==> config.mk <==
export PLATFORM = sky130hd
export DESIGN_NAME = optical_id_two_wire_host
export DESIGN_NICKNAME = d
export VERILOG_FILES = /design/src/rtl/core/oid_pkg.sv /design/src/rtl/core/oid_core.sv /design/src/rtl/core/oid_out_buf.sv /design/src/rtl/core/optical_id_two_wire_host.sv
export SDC_FILE = /design/constraint.sdc
export NUM_CORES = 1
export LEC_CHECK = 0
export ABC_AREA = 1
export BUFFER_PORTS_ARGS = -buffer_cell sky130_fd_sc_hd__buf_2
export CAP_MARGIN = 10
export CORE_MARGIN = 2
export CORE_UTILIZATION = 63
export DETAILED_ROUTE_END_ITERATION = 7
export PLACE_DENSITY = 0.95
export SYNTH_ARGS = -nofsm -noshare
export SYNTH_HDL_FRONTEND = slang
export SYNTH_SLANG_ARGS = --single-unit
==> constraint.sdc <==
create_clock -name clk -period 6.75 [get_ports clk]
set_input_delay 0.675 -clock clk [delete_from_list [all_inputs] [get_ports clk]]
set_output_delay 0.675 -clock clk [all_outputs]
set_load 0.005 [all_outputs]
==> src/rtl/core/oid_pkg.sv <==
// Shared types, codes and frame check for the optical-ID two-wire host.
// No dependencies; imported by every module of the block.
package oid_pkg;

    localparam int TICK_W    = 16;
    localparam int HP_W      = 16;
    localparam int FRAME_W   = 23;
    localparam int CODE_W    = 17;
    localparam int CMD_W     = 8;
    localparam int TX_W      = CMD_W + 1;
    localparam int BITCNT_W  = 5;
    localparam int STATUS_W  = 3;
    localparam int OPCODE_W  = 2;
    localparam int PHASE_W   = 4;

    localparam logic [HP_W-1:0]     HP_RESET   = HP_W'(48);
    localparam logic [BITCNT_W-1:0] FRAME_BITS = BITCNT_W'(FRAME_W);
    localparam logic [BITCNT_W-1:0] TX_BITS    = BITCNT_W'(TX_W);

    localparam logic [OPCODE_W-1:0] OP_NONE = 2'd0;
    localparam logic [OPCODE_W-1:0] OP_POLL = 2'd1;
    localparam logic [OPCODE_W-1:0] OP_CMD  = 2'd2;

    localparam logic [STATUS_W-1:0] ST_NONE      = 3'd0;
    localparam logic [STATUS_W-1:0] ST_NOT_READY = 3'd1;
    localparam logic [STATUS_W-1:0] ST_VALID     = 3'd2;
    localparam logic [STATUS_W-1:0] ST_INVALID   = 3'd3;
    localparam logic [STATUS_W-1:0] ST_CMD_SENT  = 3'd4;

    localparam logic [6:0]  HDR_LOW_MASK = 7'h03;
    localparam logic [6:0]  HDR_SET_MASK = 7'h40;
    localparam logic [6:0]  HDR_CLR_MASK = 7'h20;
    localparam logic [15:0] LOW_LIMIT_A  = 16'hFFFB;
    localparam logic [15:0] LOW_ALL_ONES = 16'hFFFF;

    typedef struct packed {
        logic                sck;
        logic                sda_out;
        logic                sda_drive;
        logic                busy;
        logic [STATUS_W-1:0] status;
        logic [FRAME_W-1:0]  frame;
        logic [CODE_W-1:0]   code;
    } result_t;

    function automatic logic [STATUS_W-1:0] frame_check(input logic [FRAME_W-1:0] f);
        logic [6:0]  hi;
        logic [15:0] lo;
        logic [STATUS_W-1:0] st;
        hi = f[22:16];
        lo = f[15:0];
        st = ST_VALID;
        if (hi == 7'd0 && lo == 16'd0)
        begin
            st = ST_INVALID;
        end
        else if ((hi & HDR_LOW_MASK) != 7'd0)
        begin
            if (lo >= LOW_LIMIT_A)
            begin
                st = ST_INVALID;
            end
        end
        else if ((hi & HDR_SET_MASK) == 7'd0 || (hi & HDR_CLR_MASK) != 7'd0)
        begin
            st = ST_INVALID;
        end
        else if (lo == LOW_ALL_ONES)
        begin
            st = ST_INVALID;
        end
        return st;
    endfunction

endpackage

==> src/rtl/core/oid_core.sv <==
// Link sequencer: phase, tick and bit counters, shift registers, one tick per item.
// Depends on oid_pkg.
module oid_core
    import oid_pkg::*;
(
    input  logic                clk,
    input  logic                rst_n,
    input  logic [HP_W-1:0]     hp_cfg,
    input  logic                advance,
    input  logic [OPCODE_W-1:0] opcode,
    input  logic [CMD_W-1:0]    cmd_byte,
    input  logic                sda_in,
    output result_t             result
);

    localparam int CMP_W = (TICK_W + 1 > HP_W) ? TICK_W + 1 : HP_W;
    localparam logic [CMP_W-1:0] LIMIT = CMP_W'(1) << TICK_W;

    localparam logic [PHASE_W-1:0] PH_IDLE     = 4'd0;
    localparam logic [PHASE_W-1:0] PH_WAKE_HI  = 4'd1;
    localparam logic [PHASE_W-1:0] PH_WAKE_DRV = 4'd2;
    localparam logic [PHASE_W-1:0] PH_WAKE_LO  = 4'd3;
    localparam logic [PHASE_W-1:0] PH_TURN     = 4'd4;
    localparam logic [PHASE_W-1:0] PH_RD_LO    = 4'd5;
    localparam logic [PHASE_W-1:0] PH_RD_HI    = 4'd6;
    localparam logic [PHASE_W-1:0] PH_WR_HI    = 4'd7;
    localparam logic [PHASE_W-1:0] PH_WR_LO    = 4'd8;

    logic [PHASE_W-1:0]  phase_reg, phase_next;
    logic [TICK_W-1:0]   tick_reg, tick_next;
    logic [BITCNT_W-1:0] bit_reg, bit_next;
    logic [FRAME_W-1:0]  rx_reg, rx_next;
    logic [TX_W-1:0]     tx_reg, tx_next;
    logic [CMP_W-1:0]    hp_eff;

    always_comb
    begin
        hp_eff = CMP_W'(hp_cfg);
        if (hp_cfg == '0)
        begin
            hp_eff = CMP_W'(1);
        end
        else if (hp_eff > LIMIT)
        begin
            hp_eff = LIMIT;
        end
    end

    always_comb
    begin
        logic [CMP_W-1:0]    t;
        logic [BITCNT_W-1:0] bc_inc;
        logic                clk_lvl;
        logic                drv;
        logic                dout;
        logic [STATUS_W-1:0] st;
        logic [CODE_W-1:0]   cd;
        phase_next = phase_reg;
        tick_next  = tick_reg;
        bit_next   = bit_reg;
        rx_next    = rx_reg;
        tx_next    = tx_reg;
        st         = ST_NONE;
        cd         = '0;
        clk_lvl    = 1'b0;
        drv        = 1'b0;
        dout       = 1'b0;

        // start a transfer, or report not ready when a poll sees sda high
        if (phase_reg == PH_IDLE)
        begin
            if (opcode == OP_POLL)
            begin
                if (sda_in)
                begin
                    st = ST_NOT_READY;
                end
                else
                begin
                    phase_next = PH_WAKE_HI;
                    tick_next  = '0;
                    bit_next   = '0;
                    rx_next    = '0;
                end
            end
            else if (opcode == OP_CMD)
            begin
                phase_next = PH_WR_HI;
                tick_next  = '0;
                bit_next   = '0;
                tx_next    = {1'b1, cmd_byte};
            end
        end

        // pin levels for this tick
        unique case (phase_next)
            PH_WAKE_HI:  begin clk_lvl = 1'b1; drv = 1'b0; end
            PH_WAKE_DRV: begin clk_lvl = 1'b1; drv = 1'b1; end
            PH_WAKE_LO:  begin clk_lvl = 1'b0; drv = 1'b1; end
            PH_TURN:     begin clk_lvl = 1'b1; drv = 1'b0; end
            PH_RD_LO:    begin clk_lvl = 1'b0; drv = 1'b0; end
            PH_RD_HI:    begin clk_lvl = 1'b1; drv = 1'b0; end
            PH_WR_HI:
            begin
                clk_lvl = 1'b1;
                drv     = 1'b1;
                dout    = tx_next[TX_W-1];
            end
            PH_WR_LO:
            begin
                clk_lvl = 1'b0;
                drv     = 1'b1;
                dout    = tx_next[TX_W-1];
            end
            default:
            begin
                phase_next = PH_IDLE;
                clk_lvl    = 1'b0;
                drv        = 1'b0;
            end
        endcase

        // advance tick and phase
        t      = CMP_W'(tick_next) + CMP_W'(1);
        bc_inc = bit_next + BITCNT_W'(1);
        if (phase_next != PH_IDLE)
        begin
            if (t < hp_eff)
            begin
                tick_next = t[TICK_W-1:0];
            end
            else
            begin
                tick_next = '0;
                unique case (phase_next)
                    PH_WAKE_HI:  phase_next = PH_WAKE_DRV;
                    PH_WAKE_DRV: phase_next = PH_WAKE_LO;
                    PH_WAKE_LO:  phase_next = PH_TURN;
                    PH_TURN:     phase_next = PH_RD_LO;
                    PH_RD_HI:    phase_next = PH_RD_LO;
                    PH_RD_LO:
                    begin
                        rx_next  = {rx_next[FRAME_W-2:0], sda_in};
                        bit_next = bc_inc;
                        if (bc_inc >= FRAME_BITS)
                        begin
                            phase_next = PH_IDLE;
                            st         = frame_check(rx_next);
                            if (st == ST_VALID)
                            begin
                                cd = CODE_W'(rx_next[15:0]) + CODE_W'(1);
                            end
                        end
                        else
                        begin
                            phase_next = PH_RD_HI;
                        end
                    end
                    PH_WR_HI:    phase_next = PH_WR_LO;
                    default:
                    begin
                        tx_next  = {tx_next[TX_W-2:0], 1'b0};
                        bit_next = bc_inc;
                        if (bc_inc >= TX_BITS)
                        begin
                            phase_next = PH_IDLE;
                            st         = ST_CMD_SENT;
                        end
                        else
                        begin
                            phase_next = PH_WR_HI;
                        end
                    end
                endcase
            end
        end

        result.sck       = clk_lvl;
        result.sda_out   = drv & dout;
        result.sda_drive = drv;
        result.busy      = (phase_next != PH_IDLE);
        result.status    = st;
        result.frame     = rx_next;
        result.code      = cd;
    end

    always_ff @(posedge clk or negedge rst_n)
    begin
        if (!rst_n)
        begin
            phase_reg <= PH_IDLE;
            tick_reg  <= '0;
            bit_reg   <= '0;
            rx_reg    <= '0;
            tx_reg    <= '0;
        end
        else if (advance)
        begin
            phase_reg <= phase_next;
            tick_reg  <= tick_next;
            bit_reg   <= bit_next;
            rx_reg    <= rx_next;
            tx_reg    <= tx_next;
        end
    end

endmodule

==> src/rtl/core/oid_out_buf.sv <==
// Result register with a skid entry, so the core keeps running under a short stall.
// Depends on oid_pkg.
module oid_out_buf
    import oid_pkg::*;
(
    input  logic    clk,
    input  logic    rst_n,
    input  logic    push,
    input  result_t push_data,
    output logic    skid_full,
    output logic    out_valid,
    input  logic    out_stall,
    output result_t out_data
);

    logic    main_valid_reg, main_valid_next;
    logic    skid_valid_reg, skid_valid_next;
    result_t main_reg;
    result_t skid_reg;
    logic    take;

    assign take = main_valid_reg & ~out_stall;

    always_comb
    begin
        main_valid_next = main_valid_reg;
        skid_valid_next = skid_valid_reg;
        if (skid_valid_reg)
        begin
            if (take)
            begin
                skid_valid_next = 1'b0;
            end
        end
        else if (push)
        begin
            if (main_valid_reg && !take)
            begin
                skid_valid_next = 1'b1;
            end
            else
            begin
                main_valid_next = 1'b1;
            end
        end
        else if (take)
        begin
            main_valid_next = 1'b0;
        end
    end

    always_ff @(posedge clk or negedge rst_n)
    begin
        if (!rst_n)
        begin
            main_valid_reg <= 1'b0;
            skid_valid_reg <= 1'b0;
        end
        else
        begin
            main_valid_reg <= main_valid_next;
            skid_valid_reg <= skid_valid_next;
        end
    end

    always_ff @(posedge clk)
    begin
        if (skid_valid_reg)
        begin
            if (take)
            begin
                main_reg <= skid_reg;
            end
        end
        else if (push)
        begin
            if (main_valid_reg && !take)
            begin
                skid_reg <= push_data;
            end
            else
            begin
                main_reg <= push_data;
            end
        end
    end

    assign skid_full = skid_valid_reg;
    assign out_valid = main_valid_reg;
    assign out_data  = main_reg;

endmodule

==> src/rtl/core/optical_id_two_wire_host.sv <==
// Host side of a two-wire optical-ID sensor link, one bit-bang tick per item.
// Throughput: one item per cycle while in_stall is low (it rises when the skid
// entry is full); each item goes through the input register, the sequencer
// logic and the result register with a skid entry.
// Reset: sequencer idle, counters and shift registers zero, half period 48.
// Depends on oid_pkg, oid_core, oid_out_buf.
module optical_id_two_wire_host
    import oid_pkg::*;
(
    input  logic                clk,
    input  logic                rst_n,
    input  logic                cfg_wr_en,
    input  logic [HP_W-1:0]     cfg_wr_data,
    input  logic                in_valid,
    output logic                in_stall,
    input  logic [OPCODE_W-1:0] opcode,
    input  logic [CMD_W-1:0]    cmd_byte,
    input  logic                sda_in,
    output logic                out_valid,
    input  logic                out_stall,
    output logic                sck,
    output logic                sda_out,
    output logic                sda_drive,
    output logic                busy_res,
    output logic [STATUS_W-1:0] status,
    output logic [FRAME_W-1:0]  frame,
    output logic [CODE_W-1:0]   code
);

    logic [HP_W-1:0]     hp_reg;
    logic                in_valid_reg;
    logic [OPCODE_W-1:0] opcode_reg;
    logic [CMD_W-1:0]    cmd_reg;
    logic                sda_reg;
    logic                skid_full;
    logic                advance;
    logic                in_take;
    result_t             core_res;
    result_t             out_res;

    assign advance  = in_valid_reg & ~skid_full;
    assign in_stall = in_valid_reg & skid_full;
    assign in_take  = in_valid & ~in_stall;

    always_ff @(posedge clk or negedge rst_n)
    begin
        if (!rst_n)
        begin
            hp_reg       <= HP_RESET;
            in_valid_reg <= 1'b0;
        end
        else
        begin
            if (cfg_wr_en)
            begin
                hp_reg <= cfg_wr_data;
            end
            if (in_take)
            begin
                in_valid_reg <= 1'b1;
            end
            else if (advance)
            begin
                in_valid_reg <= 1'b0;
            end
        end
    end

    always_ff @(posedge clk)
    begin
        if (in_take)
        begin
            opcode_reg <= opcode;
            cmd_reg    <= cmd_byte;
            sda_reg    <= sda_in;
        end
    end

    oid_core u_core (
        .clk      (clk),
        .rst_n    (rst_n),
        .hp_cfg   (hp_reg),
        .advance  (advance),
        .opcode   (opcode_reg),
        .cmd_byte (cmd_reg),
        .sda_in   (sda_reg),
        .result   (core_res)
    );

    oid_out_buf u_out_buf (
        .clk       (clk),
        .rst_n     (rst_n),
        .push      (advance),
        .push_data (core_res),
        .skid_full (skid_full),
        .out_valid (out_valid),
        .out_stall (out_stall),
        .out_data  (out_res)
    );

    assign sck       = out_res.sck;
    assign sda_out   = out_res.sda_out;
    assign sda_drive = out_res.sda_drive;
    assign busy_res  = out_res.busy;
    assign status    = out_res.status;
    assign frame     = out_res.frame;
    assign code      = out_res.code;

    a_code_on_valid: assert property (@(posedge clk) disable iff (!rst_n)
        out_valid && status == ST_VALID |-> code != '0)
        else $error("valid frame reported with zero code");

    a_code_otherwise_zero: assert property (@(posedge clk) disable iff (!rst_n)
        out_valid && status != ST_VALID |-> code == '0)
        else $error("code set without a valid frame");

    a_skid_needs_main: assert property (@(posedge clk) disable iff (!rst_n)
        skid_full |-> out_valid)
        else $error("skid entry held while result register empty");

    a_busy_done_status: assert property (@(posedge clk) disable iff (!rst_n)
        out_valid && busy_res |-> status == ST_NONE)
        else $error("status reported during a running transfer");

endmodule

==> results of run 1 <==
## report_power, final
| group | switching [mW] | internal [mW] |
|---|---|---|
| combinational | 1.28 | 0.549 |
| clock | 0.434 | 0.590 |
| sequential | 0.140 | 1.58 |
| total | 1.86 | 2.72 |
## per-layer routing
metal / wire (um) / track usage (%)
met1: 8340 / 36.63
met2: 10480 / 45.95
met3: 1651 / 6.033
met4: 858 / 12.09
met5: 0 / 0
## area by class of cell
class / count / area (um^2)
timing repair buffer: 86 / 447.9
multi-input combinational: 716 / 3613
inverter: 126 / 473.0
sequential: 181 / 5057
tap: 184 / 230.2
clock inverter: 13 / 172.7
clock buffer: 19 / 432.9
fill: 992 / 4051
## cell usage in the layout, fill, tap and decap left out, drive strengths merged
cell      instances
nand2           338
inv             129
nor2            123
edfxtp          105
o21ai            93
buf              86
dfrtp            74
nand3            47
ha               21
xor2             20
clkbuf           19
a21oi            17
a31oi            16
nor3              8
nand4             7
mux2i             7
clkinv            6
xnor2             5
nor4              3
bufinv            3
a211oi            2
o211ai            2
dfstp             2
o22ai             1
o21bai            1
nand3b            1
a21boi            1
o21a              1
or2               1
clkinvlp          1
conb              1
## final timing paths
path | start | to | slack, ns | depth (start not counted)
worst min-delay path | rst_n | hp_reg[13]$_DFFE_PN0P_ | 0.38 | 1
worst min register to register | u_core.tx_reg[2]$_DFFE_PN0P_ | u_core.tx_reg[2]$_DFFE_PN0P_ | 0.48 | 2
min in group clk | cmd_byte[3] | cmd_reg[3]$_DFFE_PP_ | 0.41 | 1
max in group asynchronous | rst_n | hp_reg[8]$_DFFE_PN0P_ | 5.68 | 1
worst max register to register | sda_reg$_DFFE_PP_ | u_out_buf.out_data[4]$_DFFE_PP_ | 1.56 | 27
worst max-delay path | sda_reg$_DFFE_PP_ | u_out_buf.out_data[4]$_DFFE_PP_ | 1.56 | 27
## logic make-up after synthesis
logic type	synth area share, %
flops	54.31
fa+ha+maj	2.821
compound gates	8.666
buf+inv	7.094
other cells	0.04027
simple gates	23.97
xor+xnor	2.351
mux	0.7524
## worst max-delay path, delay by kind of cell (launching register included)
family	cells	cell delay (ns)
simple gates	19	2.73
xor+xnor	1	0.16
fa+ha+maj	2	0.55
compound gates	2	0.73
flops	1	0.45
buf+inv	3	0.28
## metrics by stage
| stage | std cells | hold slack (ns) | util [%] | setup WS [ns] | area [um^2] |
|---|---|---|---|---|---|
| final | 1325 | 0.3846 | 72.02 | 1.564 | 10430 |
| after floorplan | 1060 | 0.3794 | - | 2.963 | 9313 |
| after global routing | 1325 | 0.3931 | 72.02 | 1.058 | 10430 |
| after detailed placement | 1293 | 0.4664 | 67.84 | 1.803 | 9822 |
| after CTS | 1325 | 0.4045 | 72.02 | 1.637 | 10430 |
| after global placement | 1293 | 0.4622 | 67.84 | 2.050 | 9822 |
==> impl_metrics.xml, run 1 <==
<?xml version="1.0" encoding="UTF-8"?>
<metrics>
  <group name="timing">
    <metric name="setup_viol" unit="">0</metric>
    <metric name="post_layout_min_period" unit="ns">5.186</metric>
    <metric name="maxSlewHeadroom" unit="%">29.80</metric>
    <metric name="slew_viol_final" unit="">0</metric>
    <metric name="unrepaired_setup_endpoints_after_global_routing" unit="">false</metric>
    <metric name="final.setup_skew" unit="ns">0.009680</metric>
    <metric name="setup_tns" unit="ns">0</metric>
    <metric name="max_slew.worst_pin.slew" unit="ns">1.049</metric>
    <metric name="hold_viol" unit="">0</metric>
    <metric name="final_period_util" unit="%">76.83</metric>
    <metric name="max_clock_freq" unit="MHz">192.8</metric>
  </group>
  <group name="flow_run">
    <metric name="drv_cap" unit="">0</metric>
  </group>
  <group name="pwr">
    <metric name="p_leak" unit="nW">4.655</metric>
    <metric name="ir_drop" unit="uV">228.4</metric>
    <metric name="post-layout-total-power" unit="mW">4.574</metric>
    <metric name="power.density_cell_area" unit="nW/um^2">438.7</metric>
  </group>
  <group name="route">
    <metric name="detail_route.vias_per_cell" unit="">5.685</metric>
    <metric name="detail_route.wirelength" unit="um">21330</metric>
    <metric name="detail_route_antenna_nets" unit="">0</metric>
    <metric name="dr_total_vias" unit="">7532</metric>
    <metric name="drtPass1Iterations" unit="">6</metric>
    <metric name="dr_drc_count" unit="">0</metric>
    <metric name="detail_route.wl_per_cell" unit="um">16.10</metric>
    <metric name="drt-initial-drc-count" unit="">1034</metric>
  </group>
  <group name="synthesis">
    <metric name="synth-edff-count" unit="">105</metric>
    <metric name="yosys.cell_count.top_type" unit="">nand2_1</metric>
    <metric name="synthesis.instances" unit="">1060</metric>
    <metric name="ys.warnings.count" unit="">0</metric>
    <metric name="synthDominantAreaCellType" unit="">edfxtp_1</metric>
    <metric name="synthDominantCellAreaShare" unit="%">33.86</metric>
    <metric name="async_flop_share" unit="%">41.99</metric>
    <metric name="synth_ff_type" unit="">edfxtp_1</metric>
    <metric name="syn_area_per_cell" unit="um^2">8.786</metric>
    <metric name="synth_common_cells" unit="">nand2_1, inv_1, edfxtp_1</metric>
    <metric name="synth_top_area_cells" unit="">edfxtp_1, dfrtp_1, nand2_1, inv_1, nor2_1</metric>
    <metric name="yosys.cell_types.count" unit="">42</metric>
    <metric name="synthesis.area" unit="um^2">9313</metric>
    <metric name="synth_sequential_area_ratio" unit="%">54.31</metric>
    <metric name="synth_seq_cells" unit="">181</metric>
    <metric name="synth_fp_nets" unit="">1113</metric>
  </group>
  <group name="floorplanning">
    <metric name="core_area" unit="um^2">14480</metric>
    <metric name="fp.dieW" unit="um">125.6</metric>
    <metric name="dieHeight" unit="um">125.6</metric>
    <metric name="starting_density_of_the_core" unit="%">64.32</metric>
    <metric name="dieArea" unit="um^2">15770</metric>
    <metric name="rows" unit="">44</metric>
    <metric name="boundaryPins" unit="">81</metric>
  </group>
  <group name="layout">
    <metric name="antenna_cells" unit="">0</metric>
    <metric name="flow.area_growth_from_synthesis" unit="%">11.97</metric>
    <metric name="finish.net_count" unit="">1181</metric>
    <metric name="drive_above_1_share" unit="%">16.30</metric>
  </group>
  <group name="setup_path">
    <metric name="cp_data_required_time" unit="ns">6.94</metric>
    <metric name="critical_path.endpoint_type" unit="">flip-flop</metric>
    <metric name="worst_setup_path_start_kind" unit="">flip-flop</metric>
    <metric name="cp.arrival" unit="ns">5.38</metric>
    <metric name="cp_slowest_cell" unit="">nand2_4</metric>
    <metric name="cp_common_cell" unit="">nand2_1</metric>
    <metric name="crit_path_max_fanout" unit="">47</metric>
    <metric name="critPathKind" unit="">flip-flop to flip-flop</metric>
    <metric name="timing.critical_path.slowest_cell_delay" unit="ns">0.51</metric>
  </group>
  <group name="global_routing">
    <metric name="gr-total-overflow" unit="">0</metric>
    <metric name="grt_pass1_wl" unit="um">35450</metric>
    <metric name="grt_use_total" unit="%">28.13</metric>
    <metric name="vias_in_the_first_global_route" unit="">7260</metric>
    <metric name="antenna_violations_before_repair" unit="">0</metric>
    <metric name="grt_max_degree" unit="">87</metric>
  </group>
  <group name="clock_tree">
    <metric name="cts-root-to-sink-buffers" unit="">2</metric>
    <metric name="tritoncts" unit="">built</metric>
    <metric name="number_of_clock_sinks_seen_by_cts" unit="">181</metric>
    <metric name="postCtsHoldBufs" unit="">0</metric>
    <metric name="clock_latency" unit="ns">0.43</metric>
    <metric name="cts-root-buf" unit="">clkbuf_16</metric>
    <metric name="number_of_cts_inserted_buffers" unit="">17</metric>
    <metric name="clock_tree.htree_level_count" unit="">4</metric>
    <metric name="cts.repair.resized" unit="">0</metric>
    <metric name="postCtsSetupBuffers" unit="">0</metric>
    <metric name="clk_pin_slew_worst_paths" unit="ns">0.07</metric>
  </group>
  <group name="place">
    <metric name="hpwlAfterDp" unit="um">14020</metric>
    <metric name="finalWeightedCongestion" unit="">0.9186</metric>
    <metric name="port_buffers" unit="">80</metric>
  </group>
  <group name="hold_path">
    <metric name="timing.hold.worst.class" unit="">input pin to asynchronous set/reset pin</metric>
  </group>
  <group name="run_status">
    <metric name="run_status" unit="">finished clean</metric>
  </group>
</metrics>
Note: power is estimated with default switching activity, not from simulation.
==> run 2, diff against run 1 <==
--- a/config.mk
+++ b/config.mk
@@ -9,9 +9,9 @@
 export BUFFER_PORTS_ARGS = -buffer_cell sky130_fd_sc_hd__buf_2
 export CAP_MARGIN = 10
 export CORE_MARGIN = 2
-export CORE_UTILIZATION = 63
+export CORE_UTILIZATION = 54
 export DETAILED_ROUTE_END_ITERATION = 7
-export PLACE_DENSITY = 0.95
+export PLACE_DENSITY = 0.87
 export SYNTH_ARGS = -nofsm -noshare
 export SYNTH_HDL_FRONTEND = slang
 export SYNTH_SLANG_ARGS = --single-unit
==> constraint.sdc (replaced) <==
create_clock -name clk -period 4.4 [get_ports clk]
set_input_delay 0.44 -clock clk [delete_from_list [all_inputs] [get_ports clk]]
set_output_delay 0.44 -clock clk [all_outputs]
set_load 0.005 [all_outputs]
==> run 2 against run 1 <==
Core utilization is 9.6 points lower; count of clock-buffer cells in the layout decreased by 1; via count decreased by 3.5%; sequential share of layout area is 0.97 points lower; global-route usage shrank 5.4 points; die area grew 16%; sequential power increased by 53%; largest cell class unchanged.
==> impl_metrics.xml, run 2 (synthesis results as in run 1) <==
<?xml version="1.0" encoding="UTF-8"?>
<metrics>
  <group name="run_status">
    <metric name="run_status" unit="">finished clean</metric>
  </group>
  <group name="pwr">
    <metric name="p_int" unit="mW">4.209</metric>
    <metric name="power_frac_seq" unit="%">37.4</metric>
    <metric name="clock_power_share" unit="%">22.8</metric>
    <metric name="power.share.combinational" unit="%">39.8</metric>
    <metric name="ir_drop" unit="uV">422.8</metric>
    <metric name="switching_share" unit="%">40.28</metric>
    <metric name="post-layout-total-power" unit="mW">7.047</metric>
    <metric name="power.density_cell_area" unit="nW/um^2">662.3</metric>
    <metric name="power.switching" unit="mW">2.838</metric>
    <metric name="p_leak" unit="nW">4.739</metric>
  </group>
  <group name="global_routing">
    <metric name="vias_in_the_first_global_route" unit="">6999</metric>
    <metric name="globalRouteMet2Util" unit="%">38.32</metric>
    <metric name="routing_layer_with_the_top_usage_in_global_route" unit="">met2</metric>
    <metric name="grt_pass1_wl" unit="um">33070</metric>
    <metric name="grt.met3_usage" unit="%">3.966</metric>
    <metric name="antenna_violations_before_repair" unit="">0</metric>
    <metric name="grt_use_total" unit="%">22.77</metric>
    <metric name="grt_max_degree" unit="">77</metric>
    <metric name="met1_layer_usage_reported_by_global_route" unit="%">29.92</metric>
    <metric name="gr-total-overflow" unit="">0</metric>
  </group>
  <group name="setup_path">
    <metric name="critPathKind" unit="">flip-flop to flip-flop</metric>
    <metric name="cp.arrival" unit="ns">4.27</metric>
    <metric name="crit_path_max_fanout" unit="">12</metric>
    <metric name="cp_data_required_time" unit="ns">4.61</metric>
    <metric name="worst_setup_path_start_kind" unit="">flip-flop</metric>
    <metric name="critical_path.endpoint_type" unit="">flip-flop</metric>
  </group>
  <group name="timing">
    <metric name="max_clock_freq" unit="MHz">246.2</metric>
    <metric name="post_layout_min_period" unit="ns">4.062</metric>
    <metric name="worst_hold_slack" unit="ns">0.1663</metric>
    <metric name="setup_viol" unit="">0</metric>
    <metric name="final.setup_skew" unit="ns">0.01485</metric>
    <metric name="final.setup.worst_slack" unit="ns">0.3381</metric>
    <metric name="maxSlewHeadroom" unit="%">29.60</metric>
    <metric name="unrepaired_setup_endpoints_after_global_routing" unit="">false</metric>
    <metric name="max_slew.worst_pin.slew" unit="ns">1.052</metric>
    <metric name="slew_viol_final" unit="">0</metric>
    <metric name="hold_viol" unit="">0</metric>
    <metric name="final_period_util" unit="%">92.32</metric>
    <metric name="setup_tns" unit="ns">0</metric>
  </group>
  <group name="route">
    <metric name="detail_route.wl_per_cell" unit="um">14.30</metric>
    <metric name="detail_route.vias_per_cell" unit="">5.280</metric>
    <metric name="drtPass1Iterations" unit="">6</metric>
    <metric name="detail_route.wirelength" unit="um">19700</metric>
    <metric name="detail_route_antenna_nets" unit="">0</metric>
    <metric name="dr_total_vias" unit="">7271</metric>
    <metric name="drt-initial-drc-count" unit="">671</metric>
    <metric name="dr_drc_count" unit="">0</metric>
  </group>
  <group name="floorplanning">
    <metric name="boundaryPins" unit="">81</metric>
    <metric name="core_area" unit="um^2">17060</metric>
    <metric name="starting_density_of_the_core" unit="%">54.60</metric>
    <metric name="rows" unit="">48</metric>
    <metric name="dieArea" unit="um^2">18310</metric>
    <metric name="fp.dieW" unit="um">135.3</metric>
    <metric name="dieHeight" unit="um">135.3</metric>
  </group>
  <group name="clock_tree">
    <metric name="cts-root-to-sink-buffers" unit="">2</metric>
    <metric name="tritoncts" unit="">built</metric>
    <metric name="cts-root-buf" unit="">clkbuf_16</metric>
    <metric name="number_of_cts_inserted_buffers" unit="">17</metric>
    <metric name="clock_tree.htree_level_count" unit="">4</metric>
    <metric name="number_of_clock_sinks_seen_by_cts" unit="">181</metric>
    <metric name="clock_latency" unit="ns">0.45</metric>
    <metric name="clk_pin_slew_worst_paths" unit="ns">0.08</metric>
  </group>
  <group name="place">
    <metric name="numPlacedInstances" unit="">1343</metric>
    <metric name="port_buffers" unit="">80</metric>
    <metric name="pre_cts_ws" unit="ns">0.1634</metric>
    <metric name="hpwlAfterDp" unit="um">13320</metric>
    <metric name="finalWeightedCongestion" unit="">0.9282</metric>
    <metric name="placed_cell_area" unit="um^2">9953</metric>
  </group>
  <group name="hold_path">
    <metric name="timing.hold.worst.class" unit="">input pin to asynchronous set/reset pin</metric>
  </group>
  <group name="layout">
    <metric name="layout.cells.most_common_list" unit="">nand2_1, inv_1, edfxtp_1</metric>
    <metric name="flow.area_growth_from_synthesis" unit="%">14.25</metric>
    <metric name="core_occupancy_in_the_finished_layout" unit="%">62.38</metric>
    <metric name="antenna_cells" unit="">0</metric>
    <metric name="drive_above_1_share" unit="%">17.71</metric>
    <metric name="finish.cell_count_without_fillers" unit="">1377</metric>
    <metric name="layout.cells.most_common" unit="">nand2_1</metric>
    <metric name="fin_area" unit="um^2">10640</metric>
    <metric name="finish.net_count" unit="">1192</metric>
  </group>
  <group name="flow_run">
    <metric name="drv_cap" unit="">0</metric>
  </group>
</metrics>
==> run 2: changes by cell type in the layout (fill, tap and decap cells not counted), moves of 2 or more <==
cell,before,now
nor2_2,8,10
buf_4,7,16
nand2_2,3,5
clkinv_4,3,1
nand2_1,333,331
clkinv_8,0,5
nor2_1,101,98
==> run 2: cell type report <==
class,count,area [um^2]
fillers,1396,6416
flip-flops and latches,181,5057
multi-input cells,716,3631
repair buffers,97,558.0
inverters,126,473.0
clock buffers,18,429.2
well taps,225,281.5
clock inverters,14,210.2
==> run 2: worst paths after layout <==
path / to / cells past startpoint / startpoint / slack [ns]
setup / recovery: u_out_buf.out_data[13]$_DFFE_PP_ / 27 / sda_reg$_DFFE_PP_ / 0.34
setup reg to reg: u_out_buf.out_data[13]$_DFFE_PP_ / 27 / sda_reg$_DFFE_PP_ / 0.34
hold / removal: hp_reg[14]$_DFFE_PN0P_ / 1 / rst_n / 0.17
max in group asynchronous: in_valid_reg$_DFFE_PN0P_ / 1 / rst_n / 3.59
min in group clk: cmd_reg[6]$_DFFE_PP_ / 1 / cmd_byte[6] / 0.17
hold reg to reg: u_core.bit_reg[4]$_DFFE_PN0P_ / 2 / u_core.bit_reg[4]$_DFFE_PN0P_ / 0.48
==> run 2: layer usage <==
| layer | part of all wire [%] | vias to the layer above | wire [um] |
|---|---|---|---|
| met5 | 0 | - | 0 |
| met4 | 1.8 | 0 | 357 |
| met3 | 5.2 | 30 | 1034 |
| li1 | - | 3582 | - |
| met2 | 50 | 237 | 9810 |
| met1 | 43 | 3422 | 8494 |
==> run 2: what timing repair did <==
item,in CTS,in global routing
endpoints found under the setup margin,0,105
resized for setup,0,9
hold buffers,0,0
buffers inserted,0,2
==> run 2: critical path, stage by stage, from the launching register on <==
cell and delay (ns):
edfxtp_1 0.45, inv_2 0.12, nand3_2 0.12, a21oi_4 0.30, buf_4 0.26, nor2_2 0.07, nand2_1 0.11, nor2_1 0.09
nand2_1 0.10, nor2_1 0.07, nand2_1 0.09, xor2_1 0.24, ha_1 0.27, inv_1 0.08, nor3_1 0.06, a211oi_1 0.21
nand2_1 0.08, nand2_1 0.06, nand2_1 0.06, nand2_2 0.13, nand2_4 0.12, nand2_4 0.12, nor2_4 0.05, nand2_2 0.18
buf_8 0.22, nor2_4 0.04, nand2_1 0.06, nand2_1 0.06
==> run 2: power groups by stage <==
stage / Clock (mW) / Sequential, mW / Combinational (mW)
finish: 1.61 / 2.63 / 2.80
CTS: 1.62 / 2.63 / 2.77
global route: 1.70 / 2.68 / 3.20
floorplan: 0 / 2.66 / 1.96
global placement: 0 / 2.65 / 2.66
detailed placement: 0 / 2.66 / 2.75
